File: src/rtl/core/spbs_pkg.sv
// Shared types, constants and register codes for the power-button sequencer.
// No dependencies; the top level, spbs_csr and spbs_chan_alu import this package.
`timescale 1ns / 1ps
`default_nettype none

package spbs_pkg;

   // Number of relay channels held in the channel memories.
   localparam int CHANNELS = 8;
   localparam int CH_IDX_W = (CHANNELS > 1) ? $clog2(CHANNELS) : 1;
   localparam int MASK_W   = 8;
   localparam int PAD_W    = (CHANNELS > MASK_W) ? CHANNELS : MASK_W;
   localparam int CMP_W    = (CH_IDX_W > 4) ? CH_IDX_W + 1 : 5;
   localparam logic [CH_IDX_W-1:0] CH_LAST = CH_IDX_W'(CHANNELS - 1);

   // Item opcodes.
   localparam logic [2:0] OPC_TICK    = 3'd0;
   localparam logic [2:0] OPC_ON      = 3'd1;
   localparam logic [2:0] OPC_OFF     = 3'd2;
   localparam logic [2:0] OPC_RESTART = 3'd3;
   localparam logic [2:0] OPC_PING    = 3'd4;

   // Timed operation codes kept per channel in the phase memory.
   typedef logic [2:0] chan_op_type;
   localparam chan_op_type CHOP_IDLE  = 3'd0;
   localparam chan_op_type CHOP_ON    = 3'd1;
   localparam chan_op_type CHOP_OFF   = 3'd2;
   localparam chan_op_type CHOP_PRESS = 3'd3;
   localparam chan_op_type CHOP_GAP   = 3'd4;

   // Configuration register indexes and reset values.
   localparam logic [2:0] CSR_CHANNEL_COUNT = 3'd0;
   localparam logic [2:0] CSR_TURN_ON       = 3'd1;
   localparam logic [2:0] CSR_TURN_OFF      = 3'd2;
   localparam logic [2:0] CSR_RESTART_GAP   = 3'd3;
   localparam logic [2:0] CSR_PING_TIMEOUT  = 3'd4;

   localparam logic [3:0]  RST_CHANNEL_COUNT = 4'd8;
   localparam logic [15:0] RST_TURN_ON       = 16'd500;
   localparam logic [15:0] RST_TURN_OFF      = 16'd5000;
   localparam logic [15:0] RST_RESTART_GAP   = 16'd2000;
   localparam logic [23:0] RST_PING_TIMEOUT  = 24'd60000;

   typedef struct packed {
      logic [2:0] opcode;
      logic [2:0] server_index;
      logic [7:0] button_mask;
   } req_type;

   typedef struct packed {
      logic       accepted;
      logic [7:0] relay_mask;
      logic [7:0] alive_mask;
      logic [7:0] busy_mask;
   } rsp_type;

   typedef struct packed {
      logic [3:0]  channel_count;
      logic [15:0] turn_on_pulse_ms;
      logic [15:0] turn_off_pulse_ms;
      logic [15:0] restart_gap_ms;
      logic [23:0] ping_timeout_ms;
   } cfg_type;

   // One entry of the phase memory.
   typedef struct packed {
      chan_op_type op;
      logic [31:0] start;
   } phase_entry_type;

   localparam int PHASE_W = $bits(phase_entry_type);

   // What the channel unit sees of one channel.
   typedef struct packed {
      logic [2:0]      opcode;
      logic            target;
      logic            in_use;
      logic            held;
      logic            forcing;
      logic            relay;
      phase_entry_type phase;
      logic [31:0]     ping_time;
      logic [31:0]     now;
   } chan_in_type;

   // What the channel unit hands back for write-back.
   typedef struct packed {
      logic            relay;
      logic            forcing;
      logic            phase_we;
      phase_entry_type phase;
      logic            ping_we;
      logic            alive;
      logic            accepted;
   } chan_out_type;

endpackage

`default_nettype wire

File: src/rtl/core/server_power_button_sequencer.sv
// Top level of the power-button relay sequencer: sequencer, channel memories.
// Depends on spbs_pkg, spbs_ram, spbs_csr and spbs_chan_alu.
//
// Usage:
//   req_valid/req_stall/req_data carry one item a beat: a millisecond tick with
//   the manual button levels, a turn-on, turn-off or restart command, or a ping.
//   rsp_valid/rsp_stall/rsp_data return one result beat per item: accepted flag
//   and the relay, alive and busy masks after the item.
//   csr_valid/csr_ready/csr_index/csr_data write the configuration registers;
//   writes are always ready and must only be issued while the block is idle.
//   Each item walks all CHANNELS entries of the phase and ping memories, one
//   channel read and written back per cycle; a new item is taken only once
//   the previous item's result has been loaded into the output register.
//   The result sits in an output register; a stalled result does not block
//   the next item, only the next result's hand-over.
//   Reset clears all control state, the configuration to its defaults and the
//   per-entry valid bits; entries never written read as zero, so no clearing
//   pass is needed.
`timescale 1ns / 1ps
`default_nettype none

module server_power_button_sequencer (
   input  wire logic              clock,
   input  wire logic              reset,
   input  wire logic              req_valid,
   output logic                   req_stall,
   input  wire spbs_pkg::req_type req_data,
   output logic                   rsp_valid,
   input  wire logic              rsp_stall,
   output spbs_pkg::rsp_type      rsp_data,
   input  wire logic              csr_valid,
   output logic                   csr_ready,
   input  wire logic [2:0]        csr_index,
   input  wire logic [23:0]       csr_data
);
   import spbs_pkg::*;

   typedef enum logic [2:0] {
      ST_IDLE = 3'b001,
      ST_WALK = 3'b010,
      ST_FIN  = 3'b100
   } seq_state_type;

   cfg_type         cfg;
   seq_state_type   state_ff, state_in;
   logic            req_take;
   logic            rsp_free;

   logic [31:0]         now_ff, now_in;
   logic [MASK_W-1:0]   prev_ff, prev_in;
   logic [2:0]          opcode_ff, opcode_in;
   logic [2:0]          index_ff, index_in;
   logic [CHANNELS-1:0] held_ff, held_in;
   logic [PAD_W-1:0]    held_pad;

   logic                rd_active_ff, rd_active_in;
   logic [CH_IDX_W-1:0] rd_idx_ff, rd_idx_in;
   logic                proc_valid_ff, proc_valid_in;
   logic [CH_IDX_W-1:0] proc_idx_ff, proc_idx_in;
   logic                phase_ok_ff, phase_ok_in;
   logic                ping_ok_ff, ping_ok_in;

   logic [CHANNELS-1:0] relay_ff, relay_in;
   logic [CHANNELS-1:0] forcing_ff, forcing_in;
   logic [CHANNELS-1:0] busy_ff, busy_in;
   logic [CHANNELS-1:0] alive_ff, alive_in;
   logic [CHANNELS-1:0] phase_valid_ff, phase_valid_in;
   logic [CHANNELS-1:0] ping_valid_ff, ping_valid_in;
   logic                acc_ff, acc_in;

   logic                rsp_valid_ff, rsp_valid_in;
   rsp_type             rsp_ff, rsp_in;

   logic [PHASE_W-1:0]  phase_rd;
   logic [31:0]         ping_rd;
   chan_in_type         ch_in;
   chan_out_type        ch_out;
   logic                wb_phase;
   logic                wb_ping;
   logic [PAD_W-1:0]    relay_pad, alive_pad, busy_pad;

   spbs_csr u_csr (
      .clock     (clock),
      .reset     (reset),
      .csr_valid (csr_valid),
      .csr_ready (csr_ready),
      .csr_index (csr_index),
      .csr_data  (csr_data),
      .cfg       (cfg)
   );

   // Phase memory: timed operation code and phase start time per channel.
   spbs_ram #(.WIDTH(PHASE_W), .DEPTH(CHANNELS)) u_phase_ram (
      .clock   (clock),
      .wr_en   (wb_phase),
      .wr_addr (proc_idx_ff),
      .wr_data (ch_out.phase),
      .rd_en   (rd_active_ff),
      .rd_addr (rd_idx_ff),
      .rd_data (phase_rd)
   );

   // Ping memory: time of the last ping per channel.
   spbs_ram #(.WIDTH(32), .DEPTH(CHANNELS)) u_ping_ram (
      .clock   (clock),
      .wr_en   (wb_ping),
      .wr_addr (proc_idx_ff),
      .wr_data (now_ff),
      .rd_en   (rd_active_ff),
      .rd_addr (rd_idx_ff),
      .rd_data (ping_rd)
   );

   // Handshakes: one item in flight, result parked in the output register.
   assign req_stall = (state_ff != ST_IDLE);
   assign req_take  = req_valid && (state_ff == ST_IDLE);
   assign rsp_free  = !rsp_valid_ff || !rsp_stall;
   assign held_pad  = PAD_W'(req_data.button_mask & prev_ff);

   // Channel unit inputs; never-written entries read as their reset value.
   always_comb begin
      ch_in.opcode    = opcode_ff;
      ch_in.target    = (CMP_W'(proc_idx_ff) == CMP_W'(index_ff));
      ch_in.in_use    = (CMP_W'(proc_idx_ff) < CMP_W'(cfg.channel_count));
      ch_in.held      = held_ff[proc_idx_ff];
      ch_in.forcing   = forcing_ff[proc_idx_ff];
      ch_in.relay     = relay_ff[proc_idx_ff];
      ch_in.phase     = phase_ok_ff ? phase_entry_type'(phase_rd)
                                    : phase_entry_type'({CHOP_IDLE, 32'b0});
      ch_in.ping_time = ping_ok_ff ? ping_rd : 32'b0;
      ch_in.now       = now_ff;
   end

   spbs_chan_alu u_chan_alu (
      .ch_in  (ch_in),
      .cfg    (cfg),
      .ch_out (ch_out)
   );

   assign wb_phase = proc_valid_ff && ch_out.phase_we;
   assign wb_ping  = proc_valid_ff && ch_out.ping_we;

   // Sequencer: take an item, walk the channels, hand over the result.
   always_comb begin
      state_in       = state_ff;
      now_in         = now_ff;
      prev_in        = prev_ff;
      opcode_in      = opcode_ff;
      index_in       = index_ff;
      held_in        = held_ff;
      rd_active_in   = rd_active_ff;
      rd_idx_in      = rd_idx_ff;
      proc_valid_in  = 1'b0;
      proc_idx_in    = proc_idx_ff;
      phase_ok_in    = phase_ok_ff;
      ping_ok_in     = ping_ok_ff;
      relay_in       = relay_ff;
      forcing_in     = forcing_ff;
      busy_in        = busy_ff;
      alive_in       = alive_ff;
      phase_valid_in = phase_valid_ff;
      ping_valid_in  = ping_valid_ff;
      acc_in         = acc_ff;
      rsp_valid_in   = rsp_valid_ff && rsp_stall;
      rsp_in         = rsp_ff;
      case (state_ff)
         ST_IDLE: begin
            if (req_take) begin
               state_in     = ST_WALK;
               opcode_in    = req_data.opcode;
               index_in     = req_data.server_index;
               held_in      = held_pad[CHANNELS-1:0];
               acc_in       = (req_data.opcode == OPC_TICK);
               alive_in     = '0;
               rd_active_in = 1'b1;
               rd_idx_in    = '0;
               if (req_data.opcode == OPC_TICK) begin
                  now_in  = now_ff + 32'd1;
                  prev_in = req_data.button_mask;
               end
            end
         end
         ST_WALK: begin
            // Read stage: issue the next channel, remember its valid bits.
            if (rd_active_ff) begin
               proc_valid_in = 1'b1;
               proc_idx_in   = rd_idx_ff;
               phase_ok_in   = phase_valid_ff[rd_idx_ff];
               ping_ok_in    = ping_valid_ff[rd_idx_ff];
               if (rd_idx_ff == CH_LAST) begin
                  rd_active_in = 1'b0;
               end else begin
                  rd_idx_in = rd_idx_ff + CH_IDX_W'(1);
               end
            end
            // Update stage: write the channel back.
            if (proc_valid_ff) begin
               relay_in[proc_idx_ff]   = ch_out.relay;
               forcing_in[proc_idx_ff] = ch_out.forcing;
               alive_in[proc_idx_ff]   = ch_out.alive;
               acc_in                  = acc_ff | ch_out.accepted;
               if (ch_out.phase_we) begin
                  busy_in[proc_idx_ff]        = (ch_out.phase.op != CHOP_IDLE);
                  phase_valid_in[proc_idx_ff] = 1'b1;
               end
               if (ch_out.ping_we) begin
                  ping_valid_in[proc_idx_ff] = 1'b1;
               end
               if (proc_idx_ff == CH_LAST) begin
                  state_in = ST_FIN;
               end
            end
         end
         ST_FIN: begin
            if (rsp_free) begin
               state_in              = ST_IDLE;
               rsp_valid_in          = 1'b1;
               rsp_in.accepted       = acc_ff;
               rsp_in.relay_mask     = relay_pad[MASK_W-1:0];
               rsp_in.alive_mask     = alive_pad[MASK_W-1:0];
               rsp_in.busy_mask      = busy_pad[MASK_W-1:0];
            end
         end
         default: begin
            state_in = ST_IDLE;
         end
      endcase
   end

   assign relay_pad = PAD_W'(relay_ff);
   assign alive_pad = PAD_W'(alive_ff);
   assign busy_pad  = PAD_W'(busy_ff);

   // Control registers.
   always_ff @(posedge clock) begin
      if (reset) begin
         state_ff       <= ST_IDLE;
         now_ff         <= '0;
         prev_ff        <= '0;
         rd_active_ff   <= 1'b0;
         rd_idx_ff      <= '0;
         proc_valid_ff  <= 1'b0;
         proc_idx_ff    <= '0;
         relay_ff       <= '0;
         forcing_ff     <= '0;
         busy_ff        <= '0;
         alive_ff       <= '0;
         phase_valid_ff <= '0;
         ping_valid_ff  <= '0;
         acc_ff         <= 1'b0;
         rsp_valid_ff   <= 1'b0;
      end else begin
         state_ff       <= state_in;
         now_ff         <= now_in;
         prev_ff        <= prev_in;
         rd_active_ff   <= rd_active_in;
         rd_idx_ff      <= rd_idx_in;
         proc_valid_ff  <= proc_valid_in;
         proc_idx_ff    <= proc_idx_in;
         relay_ff       <= relay_in;
         forcing_ff     <= forcing_in;
         busy_ff        <= busy_in;
         alive_ff       <= alive_in;
         phase_valid_ff <= phase_valid_in;
         ping_valid_ff  <= ping_valid_in;
         acc_ff         <= acc_in;
         rsp_valid_ff   <= rsp_valid_in;
      end
   end

   // Payload registers.
   always_ff @(posedge clock) begin
      opcode_ff   <= opcode_in;
      index_ff    <= index_in;
      held_ff     <= held_in;
      phase_ok_ff <= phase_ok_in;
      ping_ok_ff  <= ping_ok_in;
      rsp_ff      <= rsp_in;
   end

   assign rsp_valid = rsp_valid_ff;
   assign rsp_data  = rsp_ff;

   // A pressed relay always belongs to a timed operation or a held button.
   a_relay_owned: assert property (@(posedge clock) disable iff (reset)
      (relay_ff & ~(busy_ff | forcing_ff)) == '0)
      else $error("relay pressed with no operation or manual hold");

   // A new result is only loaded from the hand-over state.
   a_rsp_from_fin: assert property (@(posedge clock) disable iff (reset)
      $rose(rsp_valid_ff) |-> $past(state_ff == ST_FIN))
      else $error("result loaded outside hand-over");

   // Memory write-back happens only for a channel in the update stage.
   a_wb_in_walk: assert property (@(posedge clock) disable iff (reset)
      (wb_phase || wb_ping) |-> (state_ff == ST_WALK))
      else $error("channel memory written outside the walk");

   // The last channel's update ends the walk.
   a_walk_ends: assert property (@(posedge clock) disable iff (reset)
      (proc_valid_ff && (proc_idx_ff == CH_LAST)) |=> (state_ff == ST_FIN))
      else $error("walk did not end after the last channel");

endmodule

`default_nettype wire

File: src/rtl/core/spbs_ram.sv
// Generic single-port-write, single-port-read RAM with a registered read.
// No dependencies.
`timescale 1ns / 1ps
`default_nettype none

module spbs_ram #(
   parameter int WIDTH = 32,
   parameter int DEPTH = 8
) (
   input  wire logic                                        clock,
   input  wire logic                                        wr_en,
   input  wire logic [((DEPTH > 1) ? $clog2(DEPTH) : 1)-1:0] wr_addr,
   input  wire logic [WIDTH-1:0]                            wr_data,
   input  wire logic                                        rd_en,
   input  wire logic [((DEPTH > 1) ? $clog2(DEPTH) : 1)-1:0] rd_addr,
   output logic      [WIDTH-1:0]                            rd_data
);

   logic [WIDTH-1:0] mem_ff [DEPTH];

   // Write port and registered read port.
   always_ff @(posedge clock) begin
      if (wr_en) begin
         mem_ff[wr_addr] <= wr_data;
      end
      if (rd_en) begin
         rd_data <= mem_ff[rd_addr];
      end
   end

endmodule

`default_nettype wire

File: src/rtl/core/spbs_csr.sv
// Configuration register bank of the power-button sequencer.
// Depends on spbs_pkg.
`timescale 1ns / 1ps
`default_nettype none

module spbs_csr (
   input  wire logic             clock,
   input  wire logic             reset,
   input  wire logic             csr_valid,
   output logic                  csr_ready,
   input  wire logic [2:0]       csr_index,
   input  wire logic [23:0]      csr_data,
   output spbs_pkg::cfg_type     cfg
);
   import spbs_pkg::*;

   cfg_type cfg_ff, cfg_in;

   // Writes are always taken; unknown indexes are dropped.
   assign csr_ready = 1'b1;

   always_comb begin
      cfg_in = cfg_ff;
      if (csr_valid) begin
         case (csr_index)
            CSR_CHANNEL_COUNT: cfg_in.channel_count     = csr_data[3:0];
            CSR_TURN_ON:       cfg_in.turn_on_pulse_ms  = csr_data[15:0];
            CSR_TURN_OFF:      cfg_in.turn_off_pulse_ms = csr_data[15:0];
            CSR_RESTART_GAP:   cfg_in.restart_gap_ms    = csr_data[15:0];
            CSR_PING_TIMEOUT:  cfg_in.ping_timeout_ms   = csr_data;
            default:           cfg_in = cfg_ff;
         endcase
      end
   end

   always_ff @(posedge clock) begin
      if (reset) begin
         cfg_ff.channel_count     <= RST_CHANNEL_COUNT;
         cfg_ff.turn_on_pulse_ms  <= RST_TURN_ON;
         cfg_ff.turn_off_pulse_ms <= RST_TURN_OFF;
         cfg_ff.restart_gap_ms    <= RST_RESTART_GAP;
         cfg_ff.ping_timeout_ms   <= RST_PING_TIMEOUT;
      end else begin
         cfg_ff <= cfg_in;
      end
   end

   assign cfg = cfg_ff;

endmodule

`default_nettype wire

File: src/rtl/core/spbs_chan_alu.sv
// Per-channel update logic: manual button, timed phases, commands and pings.
// Depends on spbs_pkg.
`timescale 1ns / 1ps
`default_nettype none

module spbs_chan_alu (
   input  wire spbs_pkg::chan_in_type ch_in,
   input  wire spbs_pkg::cfg_type     cfg,
   output spbs_pkg::chan_out_type     ch_out
);
   import spbs_pkg::*;

   logic [31:0] elapsed;
   logic [31:0] ping_age;
   logic [31:0] ping_eff;
   logic [31:0] timeout_ext;
   logic        alive_pre;
   logic        relay_tmp;
   logic        expired_on;
   logic        expired_off;
   logic        expired_gap;
   logic        cmd_ok;

   // Wrapping ages of the phase and of the last ping.
   assign elapsed     = ch_in.now - ch_in.phase.start;
   assign timeout_ext = {8'b0, cfg.ping_timeout_ms};
   assign ping_age    = ch_in.now - ch_in.ping_time;
   assign alive_pre   = ping_age < timeout_ext;

   assign expired_on  = elapsed > {16'b0, cfg.turn_on_pulse_ms};
   assign expired_off = elapsed > {16'b0, cfg.turn_off_pulse_ms};
   assign expired_gap = elapsed > {16'b0, cfg.restart_gap_ms};

   // A command needs an idle channel; turn-on wants it dead, the others alive.
   assign cmd_ok = ch_in.target && ch_in.in_use && (ch_in.phase.op == CHOP_IDLE) &&
                   ((ch_in.opcode == OPC_ON) ? !alive_pre : alive_pre);

   always_comb begin
      ch_out.relay    = ch_in.relay;
      ch_out.forcing  = ch_in.forcing;
      ch_out.phase_we = 1'b0;
      ch_out.phase    = ch_in.phase;
      ch_out.ping_we  = 1'b0;
      ch_out.accepted = 1'b0;
      relay_tmp       = ch_in.relay;
      case (ch_in.opcode)
         OPC_TICK: begin
            if (ch_in.in_use) begin
               if (ch_in.held) begin
                  ch_out.relay   = 1'b1;
                  ch_out.forcing = 1'b1;
               end else begin
                  // Release a forced press, then run the timed phase.
                  relay_tmp      = ch_in.forcing ? 1'b0 : ch_in.relay;
                  ch_out.forcing = 1'b0;
                  case (ch_in.phase.op)
                     CHOP_ON: begin
                        if (expired_on) begin
                           relay_tmp       = 1'b0;
                           ch_out.phase.op = CHOP_IDLE;
                           ch_out.phase_we = 1'b1;
                        end
                     end
                     CHOP_OFF: begin
                        if (expired_off) begin
                           relay_tmp       = 1'b0;
                           ch_out.phase.op = CHOP_IDLE;
                           ch_out.phase_we = 1'b1;
                        end
                     end
                     CHOP_PRESS: begin
                        if (expired_off) begin
                           relay_tmp          = 1'b0;
                           ch_out.phase.op    = CHOP_GAP;
                           ch_out.phase.start = ch_in.now;
                           ch_out.phase_we    = 1'b1;
                        end
                     end
                     CHOP_GAP: begin
                        if (expired_gap) begin
                           relay_tmp          = 1'b1;
                           ch_out.phase.op    = CHOP_ON;
                           ch_out.phase.start = ch_in.now;
                           ch_out.phase_we    = 1'b1;
                        end
                     end
                     default: begin
                        relay_tmp = relay_tmp;
                     end
                  endcase
                  ch_out.relay = relay_tmp;
               end
            end
         end
         OPC_ON, OPC_OFF, OPC_RESTART: begin
            if (cmd_ok) begin
               ch_out.phase.op    = (ch_in.opcode == OPC_RESTART) ? CHOP_PRESS :
                                    ((ch_in.opcode == OPC_ON) ? CHOP_ON : CHOP_OFF);
               ch_out.phase.start = ch_in.now;
               ch_out.phase_we    = 1'b1;
               ch_out.relay       = 1'b1;
               ch_out.accepted    = 1'b1;
            end
         end
         OPC_PING: begin
            if (ch_in.target && ch_in.in_use) begin
               ch_out.ping_we  = 1'b1;
               ch_out.accepted = 1'b1;
            end
         end
         default: begin
            ch_out.accepted = 1'b0;
         end
      endcase
   end

   // Liveness after this item, with a fresh ping counting as age zero.
   assign ping_eff     = ch_out.ping_we ? ch_in.now : ch_in.ping_time;
   assign ch_out.alive = ch_in.in_use && ((ch_in.now - ping_eff) < timeout_ext);

endmodule

`default_nettype wire

File: config.mk
export PLATFORM = sky130hd
export DESIGN_NAME = server_power_button_sequencer
export DESIGN_NICKNAME = d
export VERILOG_FILES = /design/src/rtl/core/spbs_pkg.sv /design/src/rtl/core/server_power_button_sequencer.sv /design/src/rtl/core/spbs_ram.sv /design/src/rtl/core/spbs_csr.sv /design/src/rtl/core/spbs_chan_alu.sv
export SDC_FILE = /design/constraint.sdc
export NUM_CORES = 1
export LEC_CHECK = 0
export BUFFER_PORTS_ARGS = -buffer_cell sky130_fd_sc_hd__buf_2
export CAP_MARGIN = 0
export CORE_AREA = 2 2 265 267
export CTS_BUF_LIST = sky130_fd_sc_hd__clkbuf_2 sky130_fd_sc_hd__clkbuf_4 sky130_fd_sc_hd__clkbuf_8
export DETAILED_ROUTE_END_ITERATION = 10
export DIE_AREA = 0 0 267 269
export GPL_TIMING_DRIVEN = 0
export PLACE_DENSITY = 0.76
export SYNTH_ARGS = -nofsm -noshare
export SYNTH_HDL_FRONTEND = slang
export SYNTH_HIERARCHICAL = 1
export SYNTH_SLANG_ARGS = --single-unit
File: constraint.sdc
create_clock -name clock -period 10.2 [get_ports clock]
set_input_delay 1.02 -clock clock [delete_from_list [all_inputs] [get_ports clock]]
set_output_delay 1.02 -clock clock [all_outputs]
set_load 0.05 [all_outputs]
== Word-level counts from Yosys, hierarchy flattened ==
Memory sizes are Yosys's and may differ from the RTL's. A register that Yosys moved wholly into a read port is not among the register bits.
Cells that the tools add are included.
Cells by class
  bitwise operators: 5
  multiplexer cells: 71
  add/subtract/negate cells: 5
  equal/unequal tests: 25
  reduce and logical (&&, ||, !) cells: 38
  order comparisons: 9
Operators by type and width (count)
  36-bit 2-to-1 mux: 4
  32-bit by 16-bit greater-than comparator with 1-bit output: 3
  32-bit subtractor: 3
  36-bit one-hot mux with 2 select lines: 1
  32-bit by 24-bit < comparator with 1-bit output: 2
  32-bit 2-to-1 mux: 2
  32-bit one-hot mux with 2 select lines: 1
  38-bit 2-to-1 mux: 1
  35-bit 2-to-1 mux: 1
  32-bit by 1-bit adder with 32-bit output (second input constant): 1
  8-bit bitwise mux: 4
  1-bit 2-to-1 mux: 28
  3-bit 2-to-1 mux: 8
  3-bit by 2-bit equality test with 1-bit output (second input constant): 7
  2-bit AND reduction: 10
  3-bit equality test (second input constant): 6
  8-bit 2-to-1 mux: 2
  8-bit OR: 2
  4-bit one-hot mux with 4 select lines: 1
  8-bit one-hot mux with 2 select lines: 1
  1-bit binary-select mux with 3-bit select: 5
  3-bit by 1-bit equality test with 1-bit output (second input constant): 4
  3-bit zero test: 4
  2-bit inequality test (second input constant): 6
  other kinds (25): 46
Storage, ports and cells
  input bits: 46
  memories kept: 2
  output and inout port bits: 28
  bits in registers: 218
  memory bits (writable): 536
Memories
  u_phase_ram.mem_ff: words 8, bits a word 35, read ports 1, clocked after memory_dff 1, write ports 1, RTL line spbs_ram.sv:19  | logic [WIDTH-1:0] mem_ff [DEPTH];
  u_ping_ram.mem_ff: words 8, bits a word 32, read ports 1, clocked after memory_dff 1, write ports 1, RTL line spbs_ram.sv:19

== Depth between registers and ports, before layout ==
Gate-level depths: netlist of run 1.
  word-level depth: 11
  mapped depth: 34
  mapped depth without buffers: 33

== By module ==
The synthesis of run 1 kept the hierarchy.
By module, submodules not included
  spbs_ram at u_phase_ram: seq. area each 9459.1 sq um, instances 1, cells an instance 453, area each 11886.4 sq um
  spbs_ram at u_ping_ram: seq. area each 8648.3 sq um, instances 1, cells an instance 415, area each 10786.6 sq um
  spbs_chan_alu: seq. area each 0.0 sq um, instances 1, cells an instance 1235, area each 8848.5 sq um
  server_power_button_sequencer: seq. area each 3253.1 sq um, instances 1, cells an instance 687, area each 6466.2 sq um
  spbs_csr: seq. area each 1521.5 sq um, instances 1, cells an instance 298, area each 3119.2 sq um

== Least setup slack after synthesis of run 1 ==
Ideal clock, no wire load.
  kind: register to register
  start: register ping_ok_ff
  end: memory u_phase_ram/mem_ff[4][0] (netlist bit), enable pin
  setup time: 0.471 ns
  data arrival time: 7.451 ns
  buffers on the path: 2
  cell stages (with the launch flop): 29
  period minus slack after synthesis: 7.922 ns
  path slack: 2.278 ns
  path through: edfxtp_1 clkbuf_1 and2_1 inv_1 ha_1 a2111o_1 o21ai_0 nand2_1 a21oi_1 o21ai_0 nand2_1 o21ai_0 a21oi_1 xnor2_1 ha_1 nand2_1 or3_1 a2111oi_0 o21ai_0 o2111ai_1 a22oi_1 nand4_1 nor2_2 mux2_4 nand3_1 clkbuf_1 and2_1 nand2_1 nor3_1
RTL lines
  start, declared: RTL line server_power_button_sequencer.sv:61  | logic ping_ok_ff, ping_ok_in;
  start signal, assigned: RTL line server_power_button_sequencer.sv:277  | ping_ok_ff <= ping_ok_in;
  end, declared: RTL line spbs_ram.sv:19

==> results of run 1 <==
## layout make-up
class / count / area [um^2]
inverters: 171 / 642
clock inverters: 57 / 494
flip-flops and latches: 821 / 22900
diodes: 1 / 2.50
plain buffers: 132 / 731
fillers: 4880 / 23200
clock buffers: 192 / 2370
repair buffers: 97 / 766
well taps: 940 / 1180
multi-input cells: 1964 / 17000
## how the worst max path moves through the flow
stage,from,endpoint,slack [ps],cells after the start
6_report,proc_idx_ff[0]$_SDFFE_PP0P_,alive_ff[1]$_SDFFE_PP0P_,660,32
3_5_place_dp,proc_idx_ff[0]$_SDFFE_PP0P_,alive_ff[4]$_SDFFE_PP0P_,-870,31
4_1_cts,proc_idx_ff[0]$_SDFFE_PP0P_,alive_ff[1]$_SDFFE_PP0P_,100,31
5_1_grt,proc_idx_ff[0]$_SDFFE_PP0P_,alive_ff[1]$_SDFFE_PP0P_,50,32
3_3_place_gp,ping_ok_ff$_DFFE_PP_,u_phase_ram/mem_ff[4][8]$_DFFE_PP_,-2020,28
2_1_floorplan,ping_ok_ff$_DFFE_PP_,u_phase_ram/mem_ff[4][0]$_DFFE_PP_,2280,28
## per-layer routing
metal  up-vias  part of all wire
li1      12300                 -
met1     13500              0.41
met2      1102              0.48
met3       214             0.069
met4         0             0.038
met5         -                 0
## Yosys cell counts (12+ instances only)
master / n
sky130_fd_sc_hd__nor2b_1: 24
sky130_fd_sc_hd__edfxtp_1: 644
sky130_fd_sc_hd__mux2_2: 79
sky130_fd_sc_hd__buf_1: 16
sky130_fd_sc_hd__buf_2: 19
sky130_fd_sc_hd__nand2_1: 158
sky130_fd_sc_hd__or4_1: 24
sky130_fd_sc_hd__xnor2_1: 54
sky130_fd_sc_hd__a21o_1: 56
sky130_fd_sc_hd__a211oi_1: 19
sky130_fd_sc_hd__mux4_1: 110
sky130_fd_sc_hd__mux4_2: 28
sky130_fd_sc_hd__dfxtp_1: 177
sky130_fd_sc_hd__nand3_1: 53
sky130_fd_sc_hd__mux2_4: 30
sky130_fd_sc_hd__o21bai_1: 12
sky130_fd_sc_hd__or3_1: 16
sky130_fd_sc_hd__nor3_1: 33
sky130_fd_sc_hd__ha_1: 192
sky130_fd_sc_hd__nand2b_1: 105
sky130_fd_sc_hd__a21oi_1: 179
sky130_fd_sc_hd__buf_6: 17
sky130_fd_sc_hd__o21ai_0: 88
sky130_fd_sc_hd__o211ai_1: 16
sky130_fd_sc_hd__nand4_1: 48
sky130_fd_sc_hd__o31ai_1: 22
sky130_fd_sc_hd__xor2_1: 29
sky130_fd_sc_hd__inv_1: 169
sky130_fd_sc_hd__and3_1: 15
sky130_fd_sc_hd__clkbuf_1: 73
sky130_fd_sc_hd__and2_1: 86
sky130_fd_sc_hd__o21a_1: 14
sky130_fd_sc_hd__mux2i_1: 139
sky130_fd_sc_hd__nor2_1: 174
## power by group through the flow
stage | clock network (W) | registers (W) | logic [W]
2_1_floorplan | 0 | 0.00368 | 0.000150
3_3_place_gp | 0 | 0.00369 | 0.000213
3_5_place_dp | 0 | 0.00368 | 0.000228
4_1_cts | 0.00306 | 0.00361 | 0.000230
5_1_grt | 0.00320 | 0.00361 | 0.000254
6_report | 0.00302 | 0.00361 | 0.000233
## logic make-up after synthesis
group	count (synthesis)	share of synthesized area
buffers and inverters	303	0.0328
other	1	0.0000912
adders and majority gates	195	0.0599
DFF	821	0.557
muxes	389	0.153
AOI/OAI and AO/OA	490	0.0755
xor gates and xnor gates	83	0.0177
and+or+nand+nor	806	0.104
## timing repair
action / 4_1_cts / 5_1_grt
gates resized for setup: 7 / 9
endpoints found under the setup margin: 8 / 8
gates cloned: 0 / 0
## sequential cells by signal, indices dropped and copies added, names as in the netlist, 3 cells and up
name,flops
u_phase_ram/rd_data,35
u_ping_ram/mem_ff,256
rd_idx_ff,3
rsp_data,25
index_ff,3
forcing_ff,8
opcode_ff,3
proc_idx_ff,3
now_ff,32
held_ff,8
u_phase_ram/mem_ff,280
phase_valid_ff,8
relay_ff,8
alive_ff,8
prev_ff,8
u_csr/cfg,76
u_ping_ram/rd_data,32
state_ff,3
ping_valid_ff,8
busy_ff,8
## through the flow
step                      instance area (um^2)  worst slack [ps]  std cells  TNS [ps]
final                                    46100               663       4375         0
after global routing                     46100              45.6       4375         0
after CTS                                46100               102       4374         0
after detailed placement                 43200              -873       4125     -6600
after global placement                   42600             -2020       4099   -180630
after floorplan                          41100              2280       3088         0
==> impl_metrics.yaml, run 1 <==
run_status:
  run_status: "finished, final reports clean"
global_routing:
  global_route.peak_usage_layer: "met2"
  use_met2: 0.480
  gr_layer_usage_met1: 0.387
  first_global_vias: 27200
  grt_antenna_before_repair: 2
  grt_first_pass_wirelength_um: 157000
  grt-ovfl-total: 0
  use_met3: 0.0458
  maximum_number_of_pins_on_one_net_before_global_route_repair: 37
  global_route_usage_over_all_layers: 0.292
power_and_ir_drop:
  power.density_cell_area_nw_per_um2: 149
  power.share.switching: 0.222
  pwr-share-clk: 0.440
  report.power.total_w: 0.00687
  power.leakage_nw: 16.8
  combinationalPowerShare: 0.034
  max-vdd-ir-drop_mv: 0.143
  seq_power_share: 0.527
  cell_internal_pwr_w: 0.00534
  power.switching_w: 0.00153
final_layout:
  final_net_count: 3563
  finish.utilization: 0.665
  commonest_cells_after_routing_fill_and_taps_aside: "sky130_fd_sc_hd__edfxtp_1, sky130_fd_sc_hd__ha_1, sky130_fd_sc_hd__a21oi_1"
  layout-drive-gt1-share: 0.162
  layout.cells.most_common: "sky130_fd_sc_hd__edfxtp_1"
  area.growth.synth_to_final_pct: 12.1
worst_setup_path:
  endpoint_class_of_the_critical_path: "flip-flop"
  cpLargestDelayFamily: "simple AND/OR/NAND/NOR gates"
  ff2ff_setup_slack_ps: 660
  buffers_inverters_on_critical_path: 5
  worstRegToRegCells: 32
  worst_setup_path_start_kind: "flip-flop"
  timing.rr.end: "alive_ff[1]$_SDFFE_PP0P_"
  worst_reg2reg_path_startpoint: "proc_idx_ff[0]$_SDFFE_PP0P_"
  cp_slowest_stage_delay_ps: 560
  timing.critical_path.required_ps: 10880
  cp_max_fo: 11
  criticalPathCategory: "flip-flop to flip-flop"
  crit_slowest_cell: "sky130_fd_sc_hd__clkdlybuf4s15_2"
  critical_path_arrival_ps: 10220
synth:
  postSynth.topFlopCell: "sky130_fd_sc_hd__edfxtp_1"
  async_flop_share: 0
  synth_top_cell_area_share: 0.470
  yosysSeqAreaShare: 0.557
  synth_nets: 3329
  synth_edf_count: 644
  synth_top_cells_by_area: "sky130_fd_sc_hd__edfxtp_1, sky130_fd_sc_hd__dfxtp_1, sky130_fd_sc_hd__mux4_1, sky130_fd_sc_hd__ha_1, sky130_fd_sc_hd__mux2i_1"
  synthCells: 3088
  number_of_synthesized_register_bits: 821
  synth.lib_cells_used.distinct: 93
  synth_warnings: 6
  avgSynthCellArea_um2: 13.3
  area_leader_netlist: "sky130_fd_sc_hd__edfxtp_1"
  mappedNetlistArea_um2: 41100
sta:
  final_period_minus_worst_setup_slack_ps: 9540
  slew_headroom: 0.106
  finalClockSkew_ps: 35.0
  hold_violations: 0
  fin_crit_sh: 0.935
  worst_hold_slack_ps: 406
  fmax_ghz: 0.105
  report.final.slew_viol_count: 0
  rsz0062_at_grt: "false"
  setup-violations-final: 0
  timing_worst_slew_pin_value_ps: 1330
floorplan:
  floorplan.die.width_um: 267
  design.portCount: 74
  floorplan.die.height_um: 269
  coreArea_um2: 69300
  die-area_um2: 71800
  rows: 97
  floorplan.initialDensity: 0.593
drt:
  total_via_count_after_detailed_routing: 27100
  first_iter_violations: 2639
  wirelength_um: 103000
  avgViaCountPerCell: 6.20
  post_drt_wl_per_cell_um: 23.6
  dr.pass1.iters: 8
  drtAntennaViolNets: 0
  route.detailed.drc: 0
min_path:
  min-delay-path-class: "primary input to flip-flop"
  timing.hold.worst_endpoint: "index_ff[1]$_DFFE_PP_"
  hold_depth: 1
  hold_path.startpoint: "req_data[9]"
clock_tree:
  clock_sinks: 821
  cts_root_buf: "sky130_fd_sc_hd__clkbuf_8"
  cts.hold.buffers_added: 0
  insertion_delay_ps: 800
  clock_tree.htree_level_count: 4
  cts_tree: "built"
  cts_setup_buffers: 0
  clkSlewWorstSetupHoldPaths_ps: 60
  cts-buffers-inserted: 135
  ctsLongestPathBuffers: 3
placed_design:
  portBuffers: 71
  detailedPlacementHpwl_um: 73300
  globalplace.congestion: 0.927
run:
  cap_viol_max_count: 0
Note: power is estimated with default switching activity, not from simulation.
==> run 2: changes to the inputs <==
--- a/config.mk
+++ b/config.mk
@@ -13,6 +13,7 @@
 export DIE_AREA = 0 0 267 269
 export GPL_TIMING_DRIVEN = 0
 export PLACE_DENSITY = 0.76
+export RECOVER_POWER = 100
 export SYNTH_ARGS = -nofsm -noshare
 export SYNTH_HDL_FRONTEND = slang
 export SYNTH_HIERARCHICAL = 1
==> impl_metrics.yaml, run 2 (synthesized netlist as in run 1, its figures left out) <==
clock_tree:
  insertion_delay_ps: 800
  cts-buffers-inserted: 135
  ctsLongestPathBuffers: 3
  clock_sinks: 821
  cts.hold.buffers_added: 0
  clock_tree.htree_level_count: 4
  cts_tree: "built"
  cts_root_buf: "sky130_fd_sc_hd__clkbuf_8"
  clkSlewWorstSetupHoldPaths_ps: 70
worst_setup_path:
  cp_max_fo: 25
  criticalPathCategory: "flip-flop to flip-flop"
  ff2ff_setup_slack_ps: 210
  worst_setup_path_startpoint: "ping_ok_ff$_DFFE_PP_"
  crit_end: "u_phase_ram/mem_ff[3][7]$_DFFE_PP_"
  timing.critical_path.required_ps: 10610
  endpoint_class_of_the_critical_path: "flip-flop"
  timing.rr.end: "u_phase_ram/mem_ff[3][7]$_DFFE_PP_"
  most_common_cell_type_on_the_critical_path: "sky130_fd_sc_hd__o21ai_0"
  critical_path_arrival_ps: 10400
  worst_setup_path_start_kind: "flip-flop"
  cp_slowest_stage_delay_ps: 960
  worstRegToRegCells: 29
  worst_reg2reg_path_startpoint: "ping_ok_ff$_DFFE_PP_"
  crit_slowest_cell: "sky130_fd_sc_hd__nor2_1"
global_routing:
  grt-ovfl-total: 0
  first_global_vias: 27200
  use_met3: 0.0458
  gr_layer_usage_met1: 0.387
  grt_first_pass_wirelength_um: 157000
  global_route_usage_over_all_layers: 0.292
  global_route.peak_usage_layer: "met2"
  use_met2: 0.480
  maximum_number_of_pins_on_one_net_before_global_route_repair: 37
  grt_antenna_before_repair: 2
floorplan:
  die-area_um2: 71800
  coreArea_um2: 69300
  rows: 97
  floorplan.die.width_um: 267
  floorplan.initialDensity: 0.593
  design.portCount: 74
  floorplan.die.height_um: 269
final_layout:
  layout-drive-gt1-share: 0.123
  final_net_count: 3563
  finish.utilization: 0.656
  finalInstanceArea_um2: 45400
  layout.cells.most_common: "sky130_fd_sc_hd__edfxtp_1"
  regMostFlops: "u_phase_ram/mem_ff"
  largest_register_ffs: 280
  commonest_cells_after_routing_fill_and_taps_aside: "sky130_fd_sc_hd__edfxtp_1, sky130_fd_sc_hd__ha_1, sky130_fd_sc_hd__a21oi_1"
  area.growth.synth_to_final_pct: 10.5
power_and_ir_drop:
  power.density_cell_area_nw_per_um2: 151
  max-vdd-ir-drop_mv: 0.143
  combinationalPowerShare: 0.033
  report.power.total_w: 0.00686
  seq_power_share: 0.527
  cell_internal_pwr_w: 0.00533
  power.leakage_nw: 16.3
  power.switching_w: 0.00152
  pwr-share-clk: 0.440
  power.share.switching: 0.222
drt:
  total_via_count_after_detailed_routing: 27100
  wirelength_um: 103000
  post_drt_wl_per_cell_um: 23.5
  dr.pass1.iters: 6
  route.detailed.drc: 0
  drtAntennaViolNets: 0
  first_iter_violations: 2492
  avgViaCountPerCell: 6.20
sta:
  hold_violations: 0
  final_period_minus_worst_setup_slack_ps: 9990
  timing_worst_slew_pin_value_ps: 2470
  report.final.slew_viol_count: 248
  fin_crit_sh: 0.979
  worst_hold_slack_ps: 404
  finalSetupTns_ps: 0
  rsz0062_at_grt: "false"
  fmax_ghz: 0.100
  slew_headroom: -0.649
  setup-violations-final: 0
  finalClockSkew_ps: 37.4
placed_design:
  dpl_cell_area_um2: 43200
  globalplace.congestion: 0.927
  portBuffers: 71
  detailedPlacementHpwl_um: 73300
min_path:
  min-delay-path-class: "primary input to flip-flop"
run_status:
  violations_in_the_final_reports: "capacitance limit, slew limit"
  run_status: "finished with violations"
run:
  cap_viol_max_count: 13
[run 2: worst min path at each step]
stage,startpoint,end,cells after the start
after global routing,req_data[8],index_ff[0]$_DFFE_PP_,1
after detailed placement,alive_ff[0]$_SDFFE_PP0P_,rsp_data[8]$_DFFE_PP_,0
final,req_data[9],index_ff[1]$_DFFE_PP_,1
after CTS,req_data[9],index_ff[1]$_DFFE_PP_,1
after floorplan,alive_ff[7]$_SDFFE_PP0P_,rsp_data[15]$_DFFE_PP_,0
after global placement,alive_ff[5]$_SDFFE_PP0P_,rsp_data[13]$_DFFE_PP_,0
[run 2: routing by layer]
metal	up-vias	part of all wire	routed length (um)
li1	12300	-	-
met4	0	0.041	4210
met2	1130	0.48	49600
met3	241	0.066	6840
met5	-	0	0
met1	13500	0.41	42300
[run 2: worst max-delay path, delay by kind of cell, from the launching register on]
kind / cells / cell delay (ps)
simple gates: 12 / 3370
mux: 1 / 430
flops: 1 / 590
xor+xnor: 1 / 90
fa+ha+maj: 2 / 690
compound gates: 9 / 2800
buf+inv: 4 / 1570
[run 2: final cells by class]
type                            instances  area, um^2
Fill cell                            5011       23900
Sequential cell                       821       22900
Multi-Input combinational cell       1964       16700
Clock buffer                          192        2370
Tap cell                              940        1180
Inverter                              171         642
Buffer                                132         638
Clock inverter                         57         494
Timing Repair Buffer                   97         483
Antenna cell                            1        2.50
[run 2: power by group through the flow]
stage / logic, W / clock network, W / registers, W
floorplan: 0.000150 / 0 / 0.00368
global placement: 0.000213 / 0 / 0.00369
detailed placement: 0.000228 / 0 / 0.00368
CTS: 0.000230 / 0.00306 / 0.00361
global route: 0.000246 / 0.00320 / 0.00362
finish: 0.000225 / 0.00302 / 0.00362
[run 2: metrics by stage]
step | setup slack (ps) | instances
2_1_floorplan | 2280 | 3088
3_3_place_gp | -2020 | 4099
3_5_place_dp | -873 | 4125
5_1_grt | 70.2 | 4375
6_report | 213 | 4375
4_1_cts | 102 | 4374
[run 2: what timing repair did]
action | in CTS | in global routing
resized for setup | 7 | 9
buffers inserted | 0 | 0
endpoints found under the setup margin | 8 | 8
